## src/design/lexical_token_classifier_top_assert.svh

```systemverilog
// Assertion macros shared by the lexical token classifier modules.
// Expects signals named clock and reset in the including module.
`ifndef LEXICAL_TOKEN_CLASSIFIER_TOP_ASSERT_SVH
`define LEXICAL_TOKEN_CLASSIFIER_TOP_ASSERT_SVH

// Condition that must hold at every clock edge out of reset
`define LTC_ASSERT(label, prop, msg) \
   label: assert property (@(posedge clock) disable iff (reset) (prop)) else $error(msg);

// Condition in one cycle implies a consequence in the next
`define LTC_ASSERT_NEXT(label, ante, cons, msg) \
   label: assert property (@(posedge clock) disable iff (reset) (ante) |=> (cons)) \
      else $error(msg);

`endif

```

## src/design/ltc_pkg.sv

```systemverilog
// Package for the lexical token classifier: token types, scan modes,
// character classes and the keyword table. No dependencies.
package ltc_pkg;

   localparam int OFFSET_BITS_DEFAULT = 32;
   localparam int LENGTH_BITS_DEFAULT = 8;
   localparam int KW_COUNT            = 12;
   localparam int QUEUE_DEPTH         = 4;

   typedef enum logic [2:0] {
      KIND_OPERATOR   = 3'd0,
      KIND_DELIMITER  = 3'd1,
      KIND_NUMBER     = 3'd2,
      KIND_KEYWORD    = 3'd3,
      KIND_IDENTIFIER = 3'd4
   } token_kind_type;

   typedef enum logic [1:0] {
      MODE_IDLE = 2'd0,
      MODE_NUM  = 2'd1,
      MODE_WORD = 2'd2
   } scan_mode_type;

   // One result token as it leaves the block
   typedef struct packed {
      token_kind_type kind;
      logic [7:0]     token_char;
      logic [7:0]     length;
      logic [3:0]     kw_index;
      logic [31:0]    start;
      logic           last;
   } token_type;

   // Up to two tokens pushed toward the output queue per request
   typedef struct packed {
      logic [1:0] count;
      token_type  tok0;
      token_type  tok1;
   } push_type;

   typedef struct packed {
      token_kind_type kind;
      logic [3:0]     index;
   } word_match_type;

   function automatic logic is_op(logic [7:0] c);
      return (c == "<") || (c == ">") || (c == "+") || (c == "-") ||
             (c == "/") || (c == "*") || (c == "=") || (c == "&") ||
             (c == "|") || (c == "#") || (c == "\\") || (c == "?");
   endfunction

   function automatic logic is_delim(logic [7:0] c);
      return (c == "{") || (c == "}") || (c == "(") || (c == ")") ||
             (c == ";") || (c == ",") || (c == "'") || (c == "\"");
   endfunction

   function automatic logic is_digit(logic [7:0] c);
      return (c >= "0") && (c <= "9");
   endfunction

   function automatic logic is_alpha(logic [7:0] c);
      return ((c >= "a") && (c <= "z")) || ((c >= "A") && (c <= "Z"));
   endfunction

   // Keyword lengths, index order int float void main while for char
   // printf scanf include stdio return
   function automatic logic [3:0] kw_len(logic [3:0] k);
      logic [3:0] l;
      case (k)
         4'd0:    l = 4'd3;
         4'd1:    l = 4'd5;
         4'd2:    l = 4'd4;
         4'd3:    l = 4'd4;
         4'd4:    l = 4'd5;
         4'd5:    l = 4'd3;
         4'd6:    l = 4'd4;
         4'd7:    l = 4'd6;
         4'd8:    l = 4'd5;
         4'd9:    l = 4'd7;
         4'd10:   l = 4'd5;
         4'd11:   l = 4'd6;
         default: l = 4'd0;
      endcase
      return l;
   endfunction

   // Character at position pos of keyword k, zero past its end
   function automatic logic [7:0] kw_char(logic [3:0] k, logic [2:0] pos);
      logic [55:0] w;
      logic [3:0]  l;
      int          sel;
      case (k)
         4'd0:    w = 56'("int");
         4'd1:    w = 56'("float");
         4'd2:    w = 56'("void");
         4'd3:    w = 56'("main");
         4'd4:    w = 56'("while");
         4'd5:    w = 56'("for");
         4'd6:    w = 56'("char");
         4'd7:    w = 56'("printf");
         4'd8:    w = 56'("scanf");
         4'd9:    w = 56'("include");
         4'd10:   w = 56'("stdio");
         4'd11:   w = 56'("return");
         default: w = '0;
      endcase
      l = kw_len(k);
      if ({1'b0, pos} >= l) begin
         return 8'd0;
      end
      // literals are right aligned: first character sits in byte l-1 of w
      sel = int'(l) - 1 - int'(pos);
      return w[8*sel +: 8];
   endfunction

endpackage

```

## src/design/ltc_scan.sv

```systemverilog
// Scanner core of the lexical token classifier: run state and per-byte
// token generation. Depends on ltc_pkg and the assertion macro header.
`include "lexical_token_classifier_top_assert.svh"

module ltc_scan #(
   parameter int OFFSET_BITS = ltc_pkg::OFFSET_BITS_DEFAULT,
   parameter int LENGTH_BITS = ltc_pkg::LENGTH_BITS_DEFAULT
) (
   input  logic              clock,
   input  logic              reset,
   input  logic              accept,
   input  logic [7:0]        ch,
   input  logic              eos,
   output ltc_pkg::push_type push
);

   localparam int KWC = ltc_pkg::KW_COUNT;

   ltc_pkg::scan_mode_type   mode_ff, mode_in, mode_s;
   logic [LENGTH_BITS-1:0]   run_length_ff, run_length_in, len_s;
   logic [OFFSET_BITS-1:0]   run_start_ff, run_start_in, start_s;
   logic [OFFSET_BITS-1:0]   byte_offset_ff, byte_offset_in;
   logic [KWC-1:0]           alive_ff, alive_in, alive_s;
   logic [KWC-1:0]           match_ext, match_first;
   logic                     taken, closing;
   logic                     v_close, v_char, v_eos;
   ltc_pkg::token_type       tok_close, tok_char, tok_eos;
   logic [1:0]               n_tok;

   // Word classification: lowest keyword index whose text is still alive
   // and whose length equals the run length
   function automatic ltc_pkg::word_match_type classify_word(
      logic [KWC-1:0] alive, logic [LENGTH_BITS-1:0] len);
      ltc_pkg::word_match_type r;
      r.kind  = ltc_pkg::KIND_IDENTIFIER;
      r.index = 4'd0;
      for (int k = KWC - 1; k >= 0; k--) begin
         if (alive[k] && (LENGTH_BITS'(ltc_pkg::kw_len(4'(k))) == len)) begin
            r.kind  = ltc_pkg::KIND_KEYWORD;
            r.index = 4'(k);
         end
      end
      return r;
   endfunction

   // Token for a number or word run
   function automatic ltc_pkg::token_type make_run(
      ltc_pkg::scan_mode_type mode, logic [LENGTH_BITS-1:0] len,
      logic [OFFSET_BITS-1:0] start, logic [KWC-1:0] alive);
      ltc_pkg::token_type      t;
      ltc_pkg::word_match_type wm;
      logic [LENGTH_BITS+7:0]  lw;
      logic [OFFSET_BITS+31:0] sw;
      wm = classify_word(alive, len);
      lw = {8'd0, len};
      sw = {32'd0, start};
      t.kind         = (mode == ltc_pkg::MODE_NUM) ? ltc_pkg::KIND_NUMBER : wm.kind;
      t.token_char   = 8'd0;
      t.length       = lw[7:0];
      t.kw_index     = (mode == ltc_pkg::MODE_NUM) ? 4'd0 : wm.index;
      t.start        = sw[31:0];
      t.last         = 1'b0;
      return t;
   endfunction

   // Keyword matching, one lane per keyword
   always_comb begin
      for (int k = 0; k < KWC; k++) begin
         match_ext[k]   = alive_ff[k] &&
                          (run_length_ff < LENGTH_BITS'(ltc_pkg::kw_len(4'(k)))) &&
                          (ch == ltc_pkg::kw_char(4'(k), run_length_ff[2:0]));
         match_first[k] = (ch == ltc_pkg::kw_char(4'(k), 3'd0));
      end
   end

   // Next state
   always_comb begin
      taken = 1'b0;
      unique case (mode_ff)
         ltc_pkg::MODE_NUM:  taken = ltc_pkg::is_digit(ch) || (ch == ".");
         ltc_pkg::MODE_WORD: taken = ltc_pkg::is_alpha(ch) || ltc_pkg::is_digit(ch) ||
                                     (ch == "_");
         default:            taken = 1'b0;
      endcase
      closing = (mode_ff == ltc_pkg::MODE_NUM || mode_ff == ltc_pkg::MODE_WORD) && !taken;

      mode_s  = taken ? mode_ff : ltc_pkg::MODE_IDLE;
      len_s   = run_length_ff;
      start_s = run_start_ff;
      alive_s = alive_ff;
      if (taken) begin
         if (mode_ff == ltc_pkg::MODE_WORD) begin
            alive_s = match_ext;
         end
         if (run_length_ff != {LENGTH_BITS{1'b1}}) begin
            len_s = run_length_ff + 1'b1;
         end
      end else begin
         len_s   = '0;
         alive_s = '1;
         if (ltc_pkg::is_digit(ch) || ltc_pkg::is_alpha(ch)) begin
            mode_s  = ltc_pkg::is_digit(ch) ? ltc_pkg::MODE_NUM : ltc_pkg::MODE_WORD;
            start_s = byte_offset_ff;
            len_s   = LENGTH_BITS'(1);
            alive_s = ltc_pkg::is_digit(ch) ? '1 : match_first;
         end
      end

      // end of stream flushes the run and restarts the offset
      if (eos) begin
         mode_in        = ltc_pkg::MODE_IDLE;
         run_length_in  = '0;
         alive_in       = '1;
         byte_offset_in = '0;
      end else begin
         mode_in        = mode_s;
         run_length_in  = len_s;
         alive_in       = alive_s;
         byte_offset_in = byte_offset_ff + 1'b1;
      end
      run_start_in = start_s;
   end

   // Outputs: close token, single-character token, end-of-stream token
   always_comb begin
      logic [OFFSET_BITS+31:0] hw;
      hw = {32'd0, byte_offset_ff};

      tok_close = make_run(mode_ff, run_length_ff, run_start_ff, alive_ff);
      tok_eos   = make_run(mode_s, len_s, start_s, alive_s);

      tok_char.kind       = ltc_pkg::is_op(ch) ? ltc_pkg::KIND_OPERATOR
                                               : ltc_pkg::KIND_DELIMITER;
      tok_char.token_char = ch;
      tok_char.length     = 8'd1;
      tok_char.kw_index   = 4'd0;
      tok_char.start      = hw[31:0];
      tok_char.last       = 1'b0;

      v_close = closing;
      v_char  = !taken && (ltc_pkg::is_op(ch) || ltc_pkg::is_delim(ch));
      v_eos   = eos && (mode_s != ltc_pkg::MODE_IDLE);
      n_tok   = {1'b0, v_close} + {1'b0, v_char} + {1'b0, v_eos};

      push.count = accept ? n_tok : 2'd0;
      push.tok0  = v_close ? tok_close : (v_char ? tok_char : tok_eos);
      push.tok1  = v_close ? (v_char ? tok_char : tok_eos) : tok_eos;
      push.tok0.last = (n_tok == 2'd1);
      push.tok1.last = (n_tok == 2'd2);
   end

   // State registers
   always_ff @(posedge clock) begin
      if (reset) begin
         mode_ff        <= ltc_pkg::MODE_IDLE;
         run_length_ff  <= '0;
         run_start_ff   <= '0;
         byte_offset_ff <= '0;
         alive_ff       <= '1;
      end else if (accept) begin
         mode_ff        <= mode_in;
         run_length_ff  <= run_length_in;
         run_start_ff   <= run_start_in;
         byte_offset_ff <= byte_offset_in;
         alive_ff       <= alive_in;
      end
   end

   `LTC_ASSERT_NEXT(a_eos_restarts, accept && eos, (mode_ff == ltc_pkg::MODE_IDLE) && (byte_offset_ff == '0), "end of stream did not return scanner to idle")
   `LTC_ASSERT(a_idle_no_run, (mode_ff != ltc_pkg::MODE_IDLE) || (run_length_ff == '0), "idle scanner holds a run length")
   `LTC_ASSERT(a_last_on_second, (push.count != 2'd2) || (push.tok1.last && !push.tok0.last), "last flag not on final token of a request")

endmodule

```

## src/design/ltc_queue.sv

```systemverilog
// Output queue of the lexical token classifier: takes up to two tokens
// per cycle and hands them out one per beat. Depends on ltc_pkg.
`include "lexical_token_classifier_top_assert.svh"

module ltc_queue (
   input  logic               clock,
   input  logic               reset,
   input  ltc_pkg::push_type  push,
   output logic               space,
   output logic               rsp_tvalid,
   input  logic               rsp_tready,
   output ltc_pkg::token_type head
);

   localparam int DEPTH    = ltc_pkg::QUEUE_DEPTH;
   localparam int PTR_BITS = $clog2(DEPTH);
   localparam int CNT_BITS = $clog2(DEPTH + 1);

   ltc_pkg::token_type  q_ff [DEPTH];
   logic [PTR_BITS-1:0] wr_ptr_ff, wr_ptr_in, wr_next;
   logic [PTR_BITS-1:0] rd_ptr_ff, rd_ptr_in;
   logic [CNT_BITS-1:0] count_ff, count_in;
   logic                pop;

   // Pointer and fill arithmetic
   always_comb begin
      pop        = rsp_tvalid && rsp_tready;
      wr_next    = wr_ptr_ff + 1'b1;
      wr_ptr_in  = wr_ptr_ff + PTR_BITS'(push.count);
      rd_ptr_in  = rd_ptr_ff + PTR_BITS'(pop);
      count_in   = count_ff + CNT_BITS'(push.count) - CNT_BITS'(pop);
      space      = (count_ff <= CNT_BITS'(DEPTH - 2));
      rsp_tvalid = (count_ff != '0);
      head       = q_ff[rd_ptr_ff];
   end

   always_ff @(posedge clock) begin
      if (reset) begin
         wr_ptr_ff <= '0;
         rd_ptr_ff <= '0;
         count_ff  <= '0;
      end else begin
         wr_ptr_ff <= wr_ptr_in;
         rd_ptr_ff <= rd_ptr_in;
         count_ff  <= count_in;
      end
   end

   // Token storage
   always_ff @(posedge clock) begin
      if (push.count != 2'd0) begin
         q_ff[wr_ptr_ff] <= push.tok0;
      end
      if (push.count == 2'd2) begin
         q_ff[wr_next] <= push.tok1;
      end
   end

   `LTC_ASSERT(a_count_bound, count_ff <= CNT_BITS'(DEPTH), "queue fill above depth")
   `LTC_ASSERT(a_no_overflow, CNT_BITS'(push.count) <= CNT_BITS'(DEPTH) - count_ff, "push exceeds free queue entries")
   `LTC_ASSERT_NEXT(a_fill_grows, (push.count != 2'd0) && !pop, count_ff > $past(count_ff), "queue fill did not grow on push")

endmodule

```

## src/design/lexical_token_classifier_top.sv

```systemverilog
// Lexical token classifier: takes one source byte per request and returns
// a stream of tokens. A request is accepted in any cycle in which the output
// queue has room for two tokens, so text is scanned at one byte per cycle
// while it has room; a token is queued with the byte that completes it. A
// byte causes zero, one or two tokens, and the output drains one token per
// cycle while rsp_tready is high, so for bytes that give two tokens (a run
// closed by an operator or delimiter, or by an end-of-stream byte that starts
// a fresh run) the four-entry token queue holds the second. Number and word
// lengths saturate at 2^LENGTH_BITS-1 and offsets count modulo 2^OFFSET_BITS,
// restarting at zero after the byte marked with req_tlast. Depends on
// ltc_pkg, ltc_scan and ltc_queue.
module lexical_token_classifier_top #(
   parameter int OFFSET_BITS = ltc_pkg::OFFSET_BITS_DEFAULT,
   parameter int LENGTH_BITS = ltc_pkg::LENGTH_BITS_DEFAULT
) (
   input  logic        clock,
   input  logic        reset,
   // request channel
   input  logic        req_tvalid,
   output logic        req_tready,
   input  logic [7:0]  req_tdata,   // [7:0] ch
   input  logic        req_tlast,   // end_of_stream
   // result channel
   output logic        rsp_tvalid,
   input  logic        rsp_tready,
   output logic [55:0] rsp_tdata,   // [7:0] token_char, [15:8] lexeme_length,
                                    // [19:16] keyword_index, [51:20] start_offset,
                                    // [55:52] zero
   output logic [2:0]  rsp_tuser,   // [2:0] token_kind
   output logic        rsp_tlast    // last_of_run
);

   logic               accept;
   logic               space;
   ltc_pkg::push_type  push;
   ltc_pkg::token_type head;

   assign req_tready = space;
   assign accept     = req_tvalid && space;

   ltc_scan #(
      .OFFSET_BITS (OFFSET_BITS),
      .LENGTH_BITS (LENGTH_BITS)
   ) u_scan (
      .clock  (clock),
      .reset  (reset),
      .accept (accept),
      .ch     (req_tdata),
      .eos    (req_tlast),
      .push   (push)
   );

   ltc_queue u_queue (
      .clock      (clock),
      .reset      (reset),
      .push       (push),
      .space      (space),
      .rsp_tvalid (rsp_tvalid),
      .rsp_tready (rsp_tready),
      .head       (head)
   );

   // Result packing
   assign rsp_tdata = {4'd0, head.start, head.kw_index, head.length, head.token_char};
   assign rsp_tuser = head.kind;
   assign rsp_tlast = head.last;

endmodule
```

## config.mk

```make
export PLATFORM = sky130hd
export DESIGN_NAME = lexical_token_classifier_top
export DESIGN_NICKNAME = d
export VERILOG_FILES = /design/src/design/ltc_pkg.sv /design/src/design/ltc_scan.sv /design/src/design/ltc_queue.sv /design/src/design/lexical_token_classifier_top.sv
export VERILOG_INCLUDE_DIRS = /design/src /design/src/design
export SDC_FILE = /design/constraint.sdc
export NUM_CORES = 1
export LEC_CHECK = 0
export BUFFER_PORTS_ARGS = -buffer_cell sky130_fd_sc_hd__buf_2
export CORE_ASPECT_RATIO = 1.1
export CORE_MARGIN = 5
export CORE_UTILIZATION = 50
export CTS_BUF_LIST = sky130_fd_sc_hd__clkbuf_8
export DETAILED_ROUTE_END_ITERATION = 7
export GPL_TIMING_DRIVEN = 0
export HOLD_SLACK_MARGIN = 0.1
export PLACE_DENSITY = 0.67
export SYNTH_ARGS = -nofsm -noshare
export SYNTH_HDL_FRONTEND = slang
export SYNTH_HIERARCHICAL = 1
export SYNTH_SLANG_ARGS = --single-unit
export TNS_END_PERCENT = 20
```

## constraint.sdc

```tcl
create_clock -name clock -period 14.1 [get_ports clock]
set_input_delay 2.115 -clock clock [delete_from_list [all_inputs] [get_ports clock]]
set_output_delay 2.115 -clock clock [all_outputs]
set_load 0.01 [all_outputs]
```

## Word-level counts from Yosys, hierarchy flattened

Memories as Yosys holds them, arrays and structs flattened. A register that Yosys moved wholly into a read port is not among the register bits.
Index checks and enable logic that the tools add are counted.

- Shift operators: 12
- Muxes and demuxes: 78
- Add/subtract/negate cells: 14
- Bitwise operators: 0
- Divide/modulo/power cells: 0
- Multipliers: 0
- $lt $le $gt $ge: 17
- Reduce and logical (&&, ||, !) cells: 84
- Eq/ne operators: 60

Operator list:

| operator | count |
|---|---|
| variable part select 56 x 32 -> 8 bit, first input constant | 12 |
| 2-to-1 mux 56 bit | 3 |
| 2-to-1 mux 7 bit | 24 |
| 2-to-1 mux 8 bit | 20 |
| == test 8 x 6 -> 1 bit, second input constant | 17 |
| == test 8 x 7 -> 1 bit, second input constant | 14 |
| == test 8 bit | 12 |
| 2-to-1 mux 32 bit | 3 |
| == test 3 x 8 -> 1 bit, first input constant | 8 |
| 2-to-1 mux 12 bit | 5 |
| logical AND 1 bit | 56 |
| adder 32 x 1 -> 32 bit, second input constant | 1 |
| less-than comparator 8 x 3 -> 1 bit, second input constant | 4 |
| logical OR 1 bit | 24 |
| == test 2 x 8 -> 1 bit, first input constant | 2 |
| >= comparator 8 x 7 -> 1 bit, second input constant | 2 |
| less-or-equal comparator 8 x 7 -> 1 bit, second input constant | 2 |
| 2-to-1 mux 2 bit | 7 |
| >= comparator 3 bit, second input constant | 4 |
| subtractor 3 x 3 -> 4 bit, first input constant | 3 |
| 2-to-1 mux 1 bit | 11 |
| adder 8 x 1 -> 8 bit, second input constant | 1 |
| >= comparator 8 x 6 -> 1 bit, second input constant | 1 |
| less-or-equal comparator 8 x 6 -> 1 bit, second input constant | 1 |
| 19 further kinds | 28 |

- Flip-flop bits (word level): 93
- Latch bits: 0
- Memories: 1
- Bits in writable memories: 224
- Memory bits (read-only): 0
- Output and inout port bits: 62
- Input bits: 13

Memory list:

| memory | depth | bits a word | rd ports | clocked after Yosys merged registers in | wr ports | RTL line | RTL |
|---|---|---|---|---|---|---|---|
| u_queue.q_ff | 4 | 56 | 1 | 1 | 2 | ltc_queue.sv:19 | `ltc_pkg::token_type q_ff [DEPTH];` |

## Longest topological paths before layout

Gate-level depths: netlist (run 1).

- Word-level depth: 24
- Mapped depth: 19

## Cells and area by module

Netlist (run 1), hierarchy kept.

By module, submodules not included:

| module | cells an instance | sequential area each (µm²) | times used | area an instance (µm²) |
|---|---|---|---|---|
| ltc_queue | 587 | 6,866.6 | 1 | 11,213.3 |
| ltc_scan | 1,041 | 1,721.7 | 1 | 7,668.6 |
| lexical_token_classifier_top | 6 | 0.0 | 1 | 40.0 |

## Least setup slack after synthesis (run 1)

Ideal clock, no wire load.

- Kind: input to register
- Start: input port req_tdata[0]
- End: memory u_queue/q_ff[0][0] (netlist bit) (enable)
- Data required time: 13.553 ns
- Arrival time: 9.167 ns
- Stages on the path: 15
- Slack: 4.386 ns
- Buffers on the path: 4
- Path through: buf_2 nand2_4 or4_1 a211o_1 and3_1 buf_6 buf_2 buf_1 nor3_1 a21oi_1 o21ai_0 fa_1 nor2b_1 o21bai_1 o21ai_0

RTL lines:

| element | RTL line | RTL |
|---|---|---|
| start: declaration | lexical_token_classifier_top.sv:21 | `input logic [7:0] req_tdata,` |
| end: declaration | ltc_queue.sv:19 |  |

==> results.json, run 1 <==
{
  "fin_crit_ns": 7.01,
  "cp.buffers_inverters": 8,
  "floorplan.die_area_um2": 41800,
  "synth.cell_area_um2": 18900,
  "clock_sinks": 317,
  "grt.overflow.total": 0,
  "peakVddDrop_mv": 0.0614,
  "placed_cells": 2208,
  "timing.critical_path.mode_cell": "sky130_fd_sc_hd__buf_2",
  "finalHoldViolCount": 0,
  "synth_enable_flop_cells": 224,
  "synth_top_family_by_area": "multiplexers",
  "max_freq_mhz": 143,
  "synthAdderAreaFrac_pct": 1.60,
  "synthSimpleGateAreaFrac_pct": 12.6,
  "synth.mux.area_fraction_pct": 24.6,
  "max_slew.worst_pin.slew_ns": 1.31,
  "gp_routability_congestion": 0.955,
  "stdcell_count": 2299,
  "hold_path.class": "register to register",
  "start_util_pct": 50.7,
  "grt_pass1_wl_mm": 82.1,
  "track_usage_pct": 24.6,
  "number_of_antenna_violations_at_the_first_check_in_global_routing": 0,
  "synthDistinctLibCells": 97,
  "net_count_of_the_finished_layout": 1801,
  "detailroute.via_count": 13836,
  "unrepaired_setup_endpoints_after_global_routing": "no",
  "timing.setup.critical_path_class": "input port to register",
  "area_delta_synth_final_pct": 11.3,
  "maxSlewHeadroom_pct": 10.3,
  "max_cap_violations": 0,
  "post_cts_hold_buffer_count": 0,
  "status": "finished clean",
  "cts_setup_buffers": 0,
  "critical_path.cell_chain": "buf_2 > buf_2 > nand2_1 > or4_1 > a211o_1 > and3_1 > buf_6 > buf_2 > buf_1 > nor3_1 > a21oi_1 > o21ai_0 > fa_1 > nor2b_1 > nand4b_1 > buf_2 > buf_4 > o21ai_4 > buf_12",
  "critical_path.endpoint_type": "register",
  "report.final.slew_viol_count": 0,
  "layout_commonest_cell": "sky130_fd_sc_hd__edfxtp_1",
  "topRoutingLayerUsed": "met4",
  "reg2regPathDepth": 14,
  "min_delay_path_depth": 2,
  "worst_path_largest_cell_delay_ns": 0.53,
  "timing.final.setup_violations": 0,
  "power_leakage_nw": 7.79,
  "die-height_um": 214,
  "core_um2": 37300,
  "count_of_warnings_emitted_by_yosys": 6,
  "routedWlPerCell_um": 22.8,
  "hpwl_after_detailed_placement_mm": 37.5,
  "area_of_combinational_cells_with_multiple_inputs_um2": 9650,
  "io_pins": 75,
  "detailroute.wirelength.met3_mm": 2.70,
  "timing.clock.skew_ns": 0.0152,
  "final_antenna_net_count": 0,
  "placement_rows": 74,
  "first_global_vias": 14240,
  "path_delay_family": "buffers and inverters",
  "tritoncts": "done",
  "drt-vias-per-instance": 6.02,
  "flip_flop_and_latch_area_um2": 8590,
  "postSynth.topFlopCell": "sky130_fd_sc_hd__edfxtp_1",
  "post_synth_xor_area_fraction_pct": 2.56,
  "final.period_utilization_pct": 49.7,
  "drtIter0Drc": 1107,
  "routed_length_on_met2_mm": 26.8,
  "most-common-layout-cells": "sky130_fd_sc_hd__edfxtp_1 (224), sky130_fd_sc_hd__mux2_2 (201), sky130_fd_sc_hd__nand2_1 (125)",
  "antenna_cells": 0,
  "drive_gt1_share_pct": 26.5,
  "timing.critical_path.slowest_stage_cell": "sky130_fd_sc_hd__nor2b_1",
  "root_buffer": "sky130_fd_sc_hd__clkbuf_8",
  "cts_made_buffers": 49,
  "worstPathRequired_ns": 14.42,
  "worstSetupStartpointType": "input port",
  "ctsLongestPathBuffers": 3,
  "post_cts_resized": 0,
  "cts_htree_levels": 2,
  "cp_max_fo": 23,
  "remaining_drc_errors": 0,
  "arrival_ns": 7.34,
  "total_routed_wire_length_on_the_met1_layer_mm": 21.1,
  "async_reset_ff_share_pct": 0,
  "critical_path_cell_count": 19,
  "power.density_cell_area_nw_per_um2": 105,
  "synth_compound_area_share_pct": 9.25,
  "die_w_um": 195,
  "filler_cell_count": 3149,
  "grt_start_max_net_pins": 28,
  "post_synthesis_sequential_element_count": 317,
  "clk_transition_reported_paths_ns": 0.06,
  "insertion_delay_ns": 0.59,
  "detail_route.wirelength_mm": 52.5,
  "numPortBuffers": 68,
  "synthesis.instances": 1634,
  "drt-pass1-iter-count": 7,
  "synthesis.area_per_instance_um2": 11.6,
  "ys_seq_area_share_pct": 45.4,
  "setup_tns_ns": 0
}
==> metal layers <==
metal / up-vias / track usage (%)
met5: - / 0
met4: 0 / 9.78
met3: 110 / 2.89
met2: 513 / 43.1
met1: 6770 / 31.1
li1: 6443 / -
==> cells in the mapped netlist (all sizes together), types with 8 or more instances <==
cell | n | area [µm²]
mux2i | 9 | 90.1
a21o | 10 | 75.1
nor2b | 37 | 239
edfxtp | 224 | 6730
o21ai | 54 | 270
o31ai | 11 | 87.6
nand2b | 23 | 146
a211oi | 8 | 65.1
inv | 30 | 113
mux2 | 294 | 3310
nor3 | 36 | 180
ha | 21 | 263
clkbuf | 64 | 240
or3 | 11 | 68.8
a21boi | 8 | 60.1
nor4 | 15 | 109
dfxtp | 93 | 1860
nand3 | 34 | 175
or2 | 8 | 50.1
xor2 | 25 | 219
a21oi | 74 | 378
and3 | 24 | 155
buf | 58 | 373
nor2 | 99 | 374
mux4 | 56 | 1260
nand2 | 126 | 480
nand4 | 14 | 87.6
xnor2 | 25 | 219
and2 | 8 | 50.1
==> worst paths after layout <==
path                                                            from                                   end  slack, ns
worst max-delay path                                    req_tdata[2]         u_queue/q_ff[0][22]$_DFFE_PP_       7.09
worst min-delay path            u_scan/run_start_ff[10]$_SDFFE_PP0P_  u_scan/run_start_ff[10]$_SDFFE_PP0P_       0.46
worst max register to register  u_scan/run_length_ff[2]$_SDFFE_PP0P_         u_queue/q_ff[1][55]$_DFFE_PP_       8.41
worst min register to register  u_scan/run_start_ff[10]$_SDFFE_PP0P_  u_scan/run_start_ff[10]$_SDFFE_PP0P_       0.46
==> worst register-to-register path, cell delays in order (launching register included) <==
cell                        delay (ns)
sky130_fd_sc_hd__dfxtp_1          0.56
sky130_fd_sc_hd__clkbuf_1         0.43
sky130_fd_sc_hd__clkinv_1         0.54
sky130_fd_sc_hd__ha_1             0.53
sky130_fd_sc_hd__clkbuf_1         0.30
sky130_fd_sc_hd__or4b_1           0.46
sky130_fd_sc_hd__a21oi_1          0.14
sky130_fd_sc_hd__o21ai_0          0.11
sky130_fd_sc_hd__a2111oi_0        1.12
sky130_fd_sc_hd__o211ai_1         0.30
sky130_fd_sc_hd__o41ai_1          0.15
sky130_fd_sc_hd__a21oi_1          0.14
sky130_fd_sc_hd__nand3_2          0.21
sky130_fd_sc_hd__o31ai_2          0.12
sky130_fd_sc_hd__mux2_2           0.31
==> state kept, by name, summed over array words and instances (netlist names) <==
| signal | count |
|---|---|
| u_scan/run_length_ff | 8 |
| u_queue/count_ff | 3 |
| u_scan/run_start_ff | 32 |
| u_queue/rd_ptr_ff | 2 |
| u_scan/mode_ff | 2 |
| u_scan/byte_offset_ff | 32 |
| u_queue/q_ff | 224 |
| u_queue/wr_ptr_ff | 2 |
| u_scan/alive_ff | 12 |
==> power by group <==
group / internal (W) / switching, W / leakage (nW) / total (W)
Combinational: 0.000188 / 0.000246 / 4.42 / 0.000434
Clock: 0.000386 / 0.000357 / 0.552 / 0.000743
Sequential: 0.00102 / 0.0000183 / 2.82 / 0.00104
==> cell type report <==
class | instances | area share [%]
multi-input combinational | 1167 | 45.8
inverter | 32 | 0.570
tap | 494 | 2.93
timing repair buffer | 76 | 2.45
clock buffer | 57 | 3.73
buffer | 122 | 2.91
sequential | 317 | 40.8
clock inverter | 34 | 0.796
==> cell families (layout without fill, tap and decap cells) <==
family | after synthesis | after routing
xor gates and xnor gates | 52 | 52
muxes | 359 | 359
adders and majority gates | 23 | 23
other | 2 | 6
and+or+nand+nor | 466 | 466
AOI/OAI and AO/OA | 261 | 261
buffers and inverters | 154 | 321
DFF | 317 | 317
==> stage by stage <==
step	total power [W]	util [%]	instance area (µm²)	hold WS (ns)	worst slack, ns
2_1_floorplan	0.00134	-	18900	0.443	4.39
3_3_place_gp	0.00149	53.3	19900	0.448	0.123
3_5_place_dp	0.00150	53.9	20100	0.457	6.53
4_1_cts	0.00224	56.4	21100	0.465	7.18
5_1_grt	0.00231	56.4	21100	0.487	6.87
6_report	0.00222	56.4	21100	0.463	7.09
Note: power is estimated with default switching activity, not from simulation.
==> run 2: changes to the inputs <==
Clock period 14.1 ns to 7.26 ns, I/O delays scaled along.
==> run 2 against run 1 <==
Worst setup slack worse by 5.9 ns; die area stayed put; sequential share of layout area hardly changed; final area hardly changed.
==> results.json, run 2 (same netlist as run 1, synthesis figures left out) <==
{
  "status": "finished clean",
  "timing.clock.skew_ns": 0.00904,
  "grt.overflow.total": 0,
  "largest_register_ffs": 224,
  "layout_commonest_cell": "sky130_fd_sc_hd__edfxtp_1",
  "fin_total_pwr_w": 0.00430,
  "finalHoldViolCount": 0,
  "finalWorstSetupSlack_ns": 1.18,
  "max_cap_violations": 0,
  "hold_path.class": "register to register",
  "clock_sinks": 317,
  "fin_crit_ns": 6.08,
  "holdWs_ns": 0.463,
  "cts_made_buffers": 51,
  "cp_max_fo": 22,
  "max_slew.worst_pin.slew_ns": 1.22,
  "most-common-layout-cells": "sky130_fd_sc_hd__edfxtp_1 (224), sky130_fd_sc_hd__mux2_2 (201), sky130_fd_sc_hd__nand2_1 (125)",
  "remaining_drc_errors": 0,
  "die-height_um": 214,
  "worstSetupStartpointType": "input port",
  "cts_setup_buffers": 0,
  "floorplan.die_area_um2": 41800,
  "clk_transition_reported_paths_ns": 0.06,
  "net_count_of_the_finished_layout": 1803,
  "post_cts_resized": 0,
  "root_buffer": "sky130_fd_sc_hd__clkbuf_8",
  "detailroute.via_count": 13867,
  "unrepaired_setup_endpoints_after_global_routing": "no",
  "grt_util_met3_pct": 3.05,
  "hpwl_after_detailed_placement_mm": 37.5,
  "timing.final.setup_violations": 0,
  "core_um2": 37300,
  "area_delta_synth_final_pct": 11.4,
  "start_util_pct": 50.7,
  "finish.utilization_pct": 56.5,
  "met1_capacity_usage_during_global_routing_pct": 30.9,
  "insertion_delay_ns": 0.58,
  "drt-vias-per-instance": 6.03,
  "finish.instance_area_um2": 21100,
  "tritoncts": "done",
  "min-delay-start": "u_scan/run_start_ff[9]$_SDFFE_PP0P_",
  "report.final.slew_viol_count": 0,
  "regToRegStartpoint": "u_scan/mode_ff[0]$_SDFFE_PP0P_",
  "gp_routability_congestion": 0.981,
  "biggestRegsByFlops": "u_queue/q_ff (224), u_scan/byte_offset_ff (32), u_scan/run_start_ff (32)",
  "internal_power_w": 0.00310,
  "grt_start_max_net_pins": 27,
  "power_leakage_nw": 7.81,
  "ctsLongestPathBuffers": 3,
  "sequential_share_of_power_pct": 46.9,
  "power.density_cell_area_nw_per_um2": 204,
  "detail_route.wirelength_mm": 52.5,
  "top_register": "u_queue/q_ff",
  "numPortBuffers": 68,
  "io_pins": 75,
  "critical_path.endpoint_type": "register",
  "arrival_ns": 6.40,
  "routedWlPerCell_um": 22.8,
  "r2r_setup_slack_ns": 1.56,
  "antenna_cells": 0,
  "peakVddDrop_mv": 0.108,
  "drt-pass1-iter-count": 7,
  "post_cts_hold_buffer_count": 0,
  "reg2regPathDepth": 18,
  "final_antenna_net_count": 0,
  "drtIter0Drc": 911,
  "switching_power_w": 0.00120,
  "drive_gt1_share_pct": 26.4,
  "track_usage_pct": 24.4,
  "first_global_vias": 14023,
  "crit_start": "req_tdata[3]",
  "share_clk_of_total_power_pct": 33.6,
  "max_freq_mhz": 164,
  "fraction_of_power_spent_switching_nets_pct": 28.0,
  "min_delay_path_depth": 2,
  "placement_rows": 74,
  "grt.met2_usage_pct": 42.8,
  "placement.setup.worst_slack_ns": 0.669,
  "cts_htree_levels": 2,
  "dpl_cell_area_um2": 20100,
  "endpoint_of_the_lowest_slack_register_to_register_path": "u_queue/q_ff[0][44]$_DFFE_PP_",
  "grt_pass1_wl_mm": 81.6,
  "timing.setup.critical_path_class": "input port to register",
  "maxSlewHeadroom_pct": 16.9,
  "min_to": "u_scan/run_start_ff[9]$_SDFFE_PP0P_",
  "number_of_antenna_violations_at_the_first_check_in_global_routing": 0,
  "filler_cell_count": 3201,
  "die_w_um": 195,
  "grt_max_usage_layer": "met2",
  "worstPathRequired_ns": 7.58,
  "final.period_utilization_pct": 83.8,
  "comb_power_share_pct": 19.5
}
run 2: worst max-delay path, stage by stage:
cell	delay, ns
sky130_fd_sc_hd__buf_2	0.10
sky130_fd_sc_hd__buf_2	0.20
sky130_fd_sc_hd__inv_1	0.24
sky130_fd_sc_hd__o31ai_1	0.44
sky130_fd_sc_hd__or3_1	0.22
sky130_fd_sc_hd__and3_1	0.18
sky130_fd_sc_hd__buf_6	0.17
sky130_fd_sc_hd__buf_2	0.29
sky130_fd_sc_hd__buf_1	0.52
sky130_fd_sc_hd__a21oi_1	0.13
sky130_fd_sc_hd__o21ai_0	0.24
sky130_fd_sc_hd__fa_1	0.49
sky130_fd_sc_hd__nor2b_1	0.59
sky130_fd_sc_hd__nand4b_1	0.25
sky130_fd_sc_hd__buf_2	0.35
sky130_fd_sc_hd__buf_4	0.32
sky130_fd_sc_hd__o21ai_4	0.28
sky130_fd_sc_hd__buf_12	0.27
run 2: cell type report:
class / count / area, µm² / area share (%)
Clock inverter: 35 / 170 / 0.808
Timing Repair Buffer: 76 / 523 / 2.48
Multi-Input combinational cell: 1167 / 9650 / 45.8
Clock buffer: 57 / 785 / 3.72
Buffer: 122 / 613 / 2.91
Sequential cell: 317 / 8590 / 40.8
Inverter: 32 / 120 / 0.570
Tap cell: 494 / 618 / 2.93
run 2: per-layer routing:
metal	vias to the layer above	share of wire, %
met1	6837	41
met2	452	51
met4	0	3.6
met5	-	0
li1	6457	-
met3	121	5.0
run 2: per-stage QoR:
step / TNS, ns / instances
6_report: 0 / 2300
5_1_grt: 0 / 2300
4_1_cts: 0 / 2300
3_5_place_dp: 0 / 2208
3_3_place_gp: -619.38 / 2200
2_1_floorplan: -2.01 / 1638
run 2: how the worst max path moves through the flow:
stage	depth (start not counted)	slack, ns	to
after floorplan	15	-0.04	u_queue/q_ff[2][0]$_DFFE_PP_
after global placement	16	-3.08	u_queue/q_ff[2][18]$_DFFE_PP_
after detailed placement	19	0.67	u_queue/q_ff[0][40]$_DFFE_PP_
after CTS	19	1.27	u_queue/q_ff[0][44]$_DFFE_PP_
after global routing	18	0.90	u_queue/q_ff[0][44]$_DFFE_PP_
final	18	1.18	u_queue/q_ff[0][44]$_DFFE_PP_
run 2: power groups by stage:
stage / sequential [W] / clock [W] / combinational, W
2_1_floorplan: 0.00205 / 0 / 0.000560
3_3_place_gp: 0.00206 / 0 / 0.000833
3_5_place_dp: 0.00206 / 0 / 0.000850
4_1_cts: 0.00202 / 0.00148 / 0.000852
5_1_grt: 0.00202 / 0.00157 / 0.000903
6_report: 0.00202 / 0.00144 / 0.000840
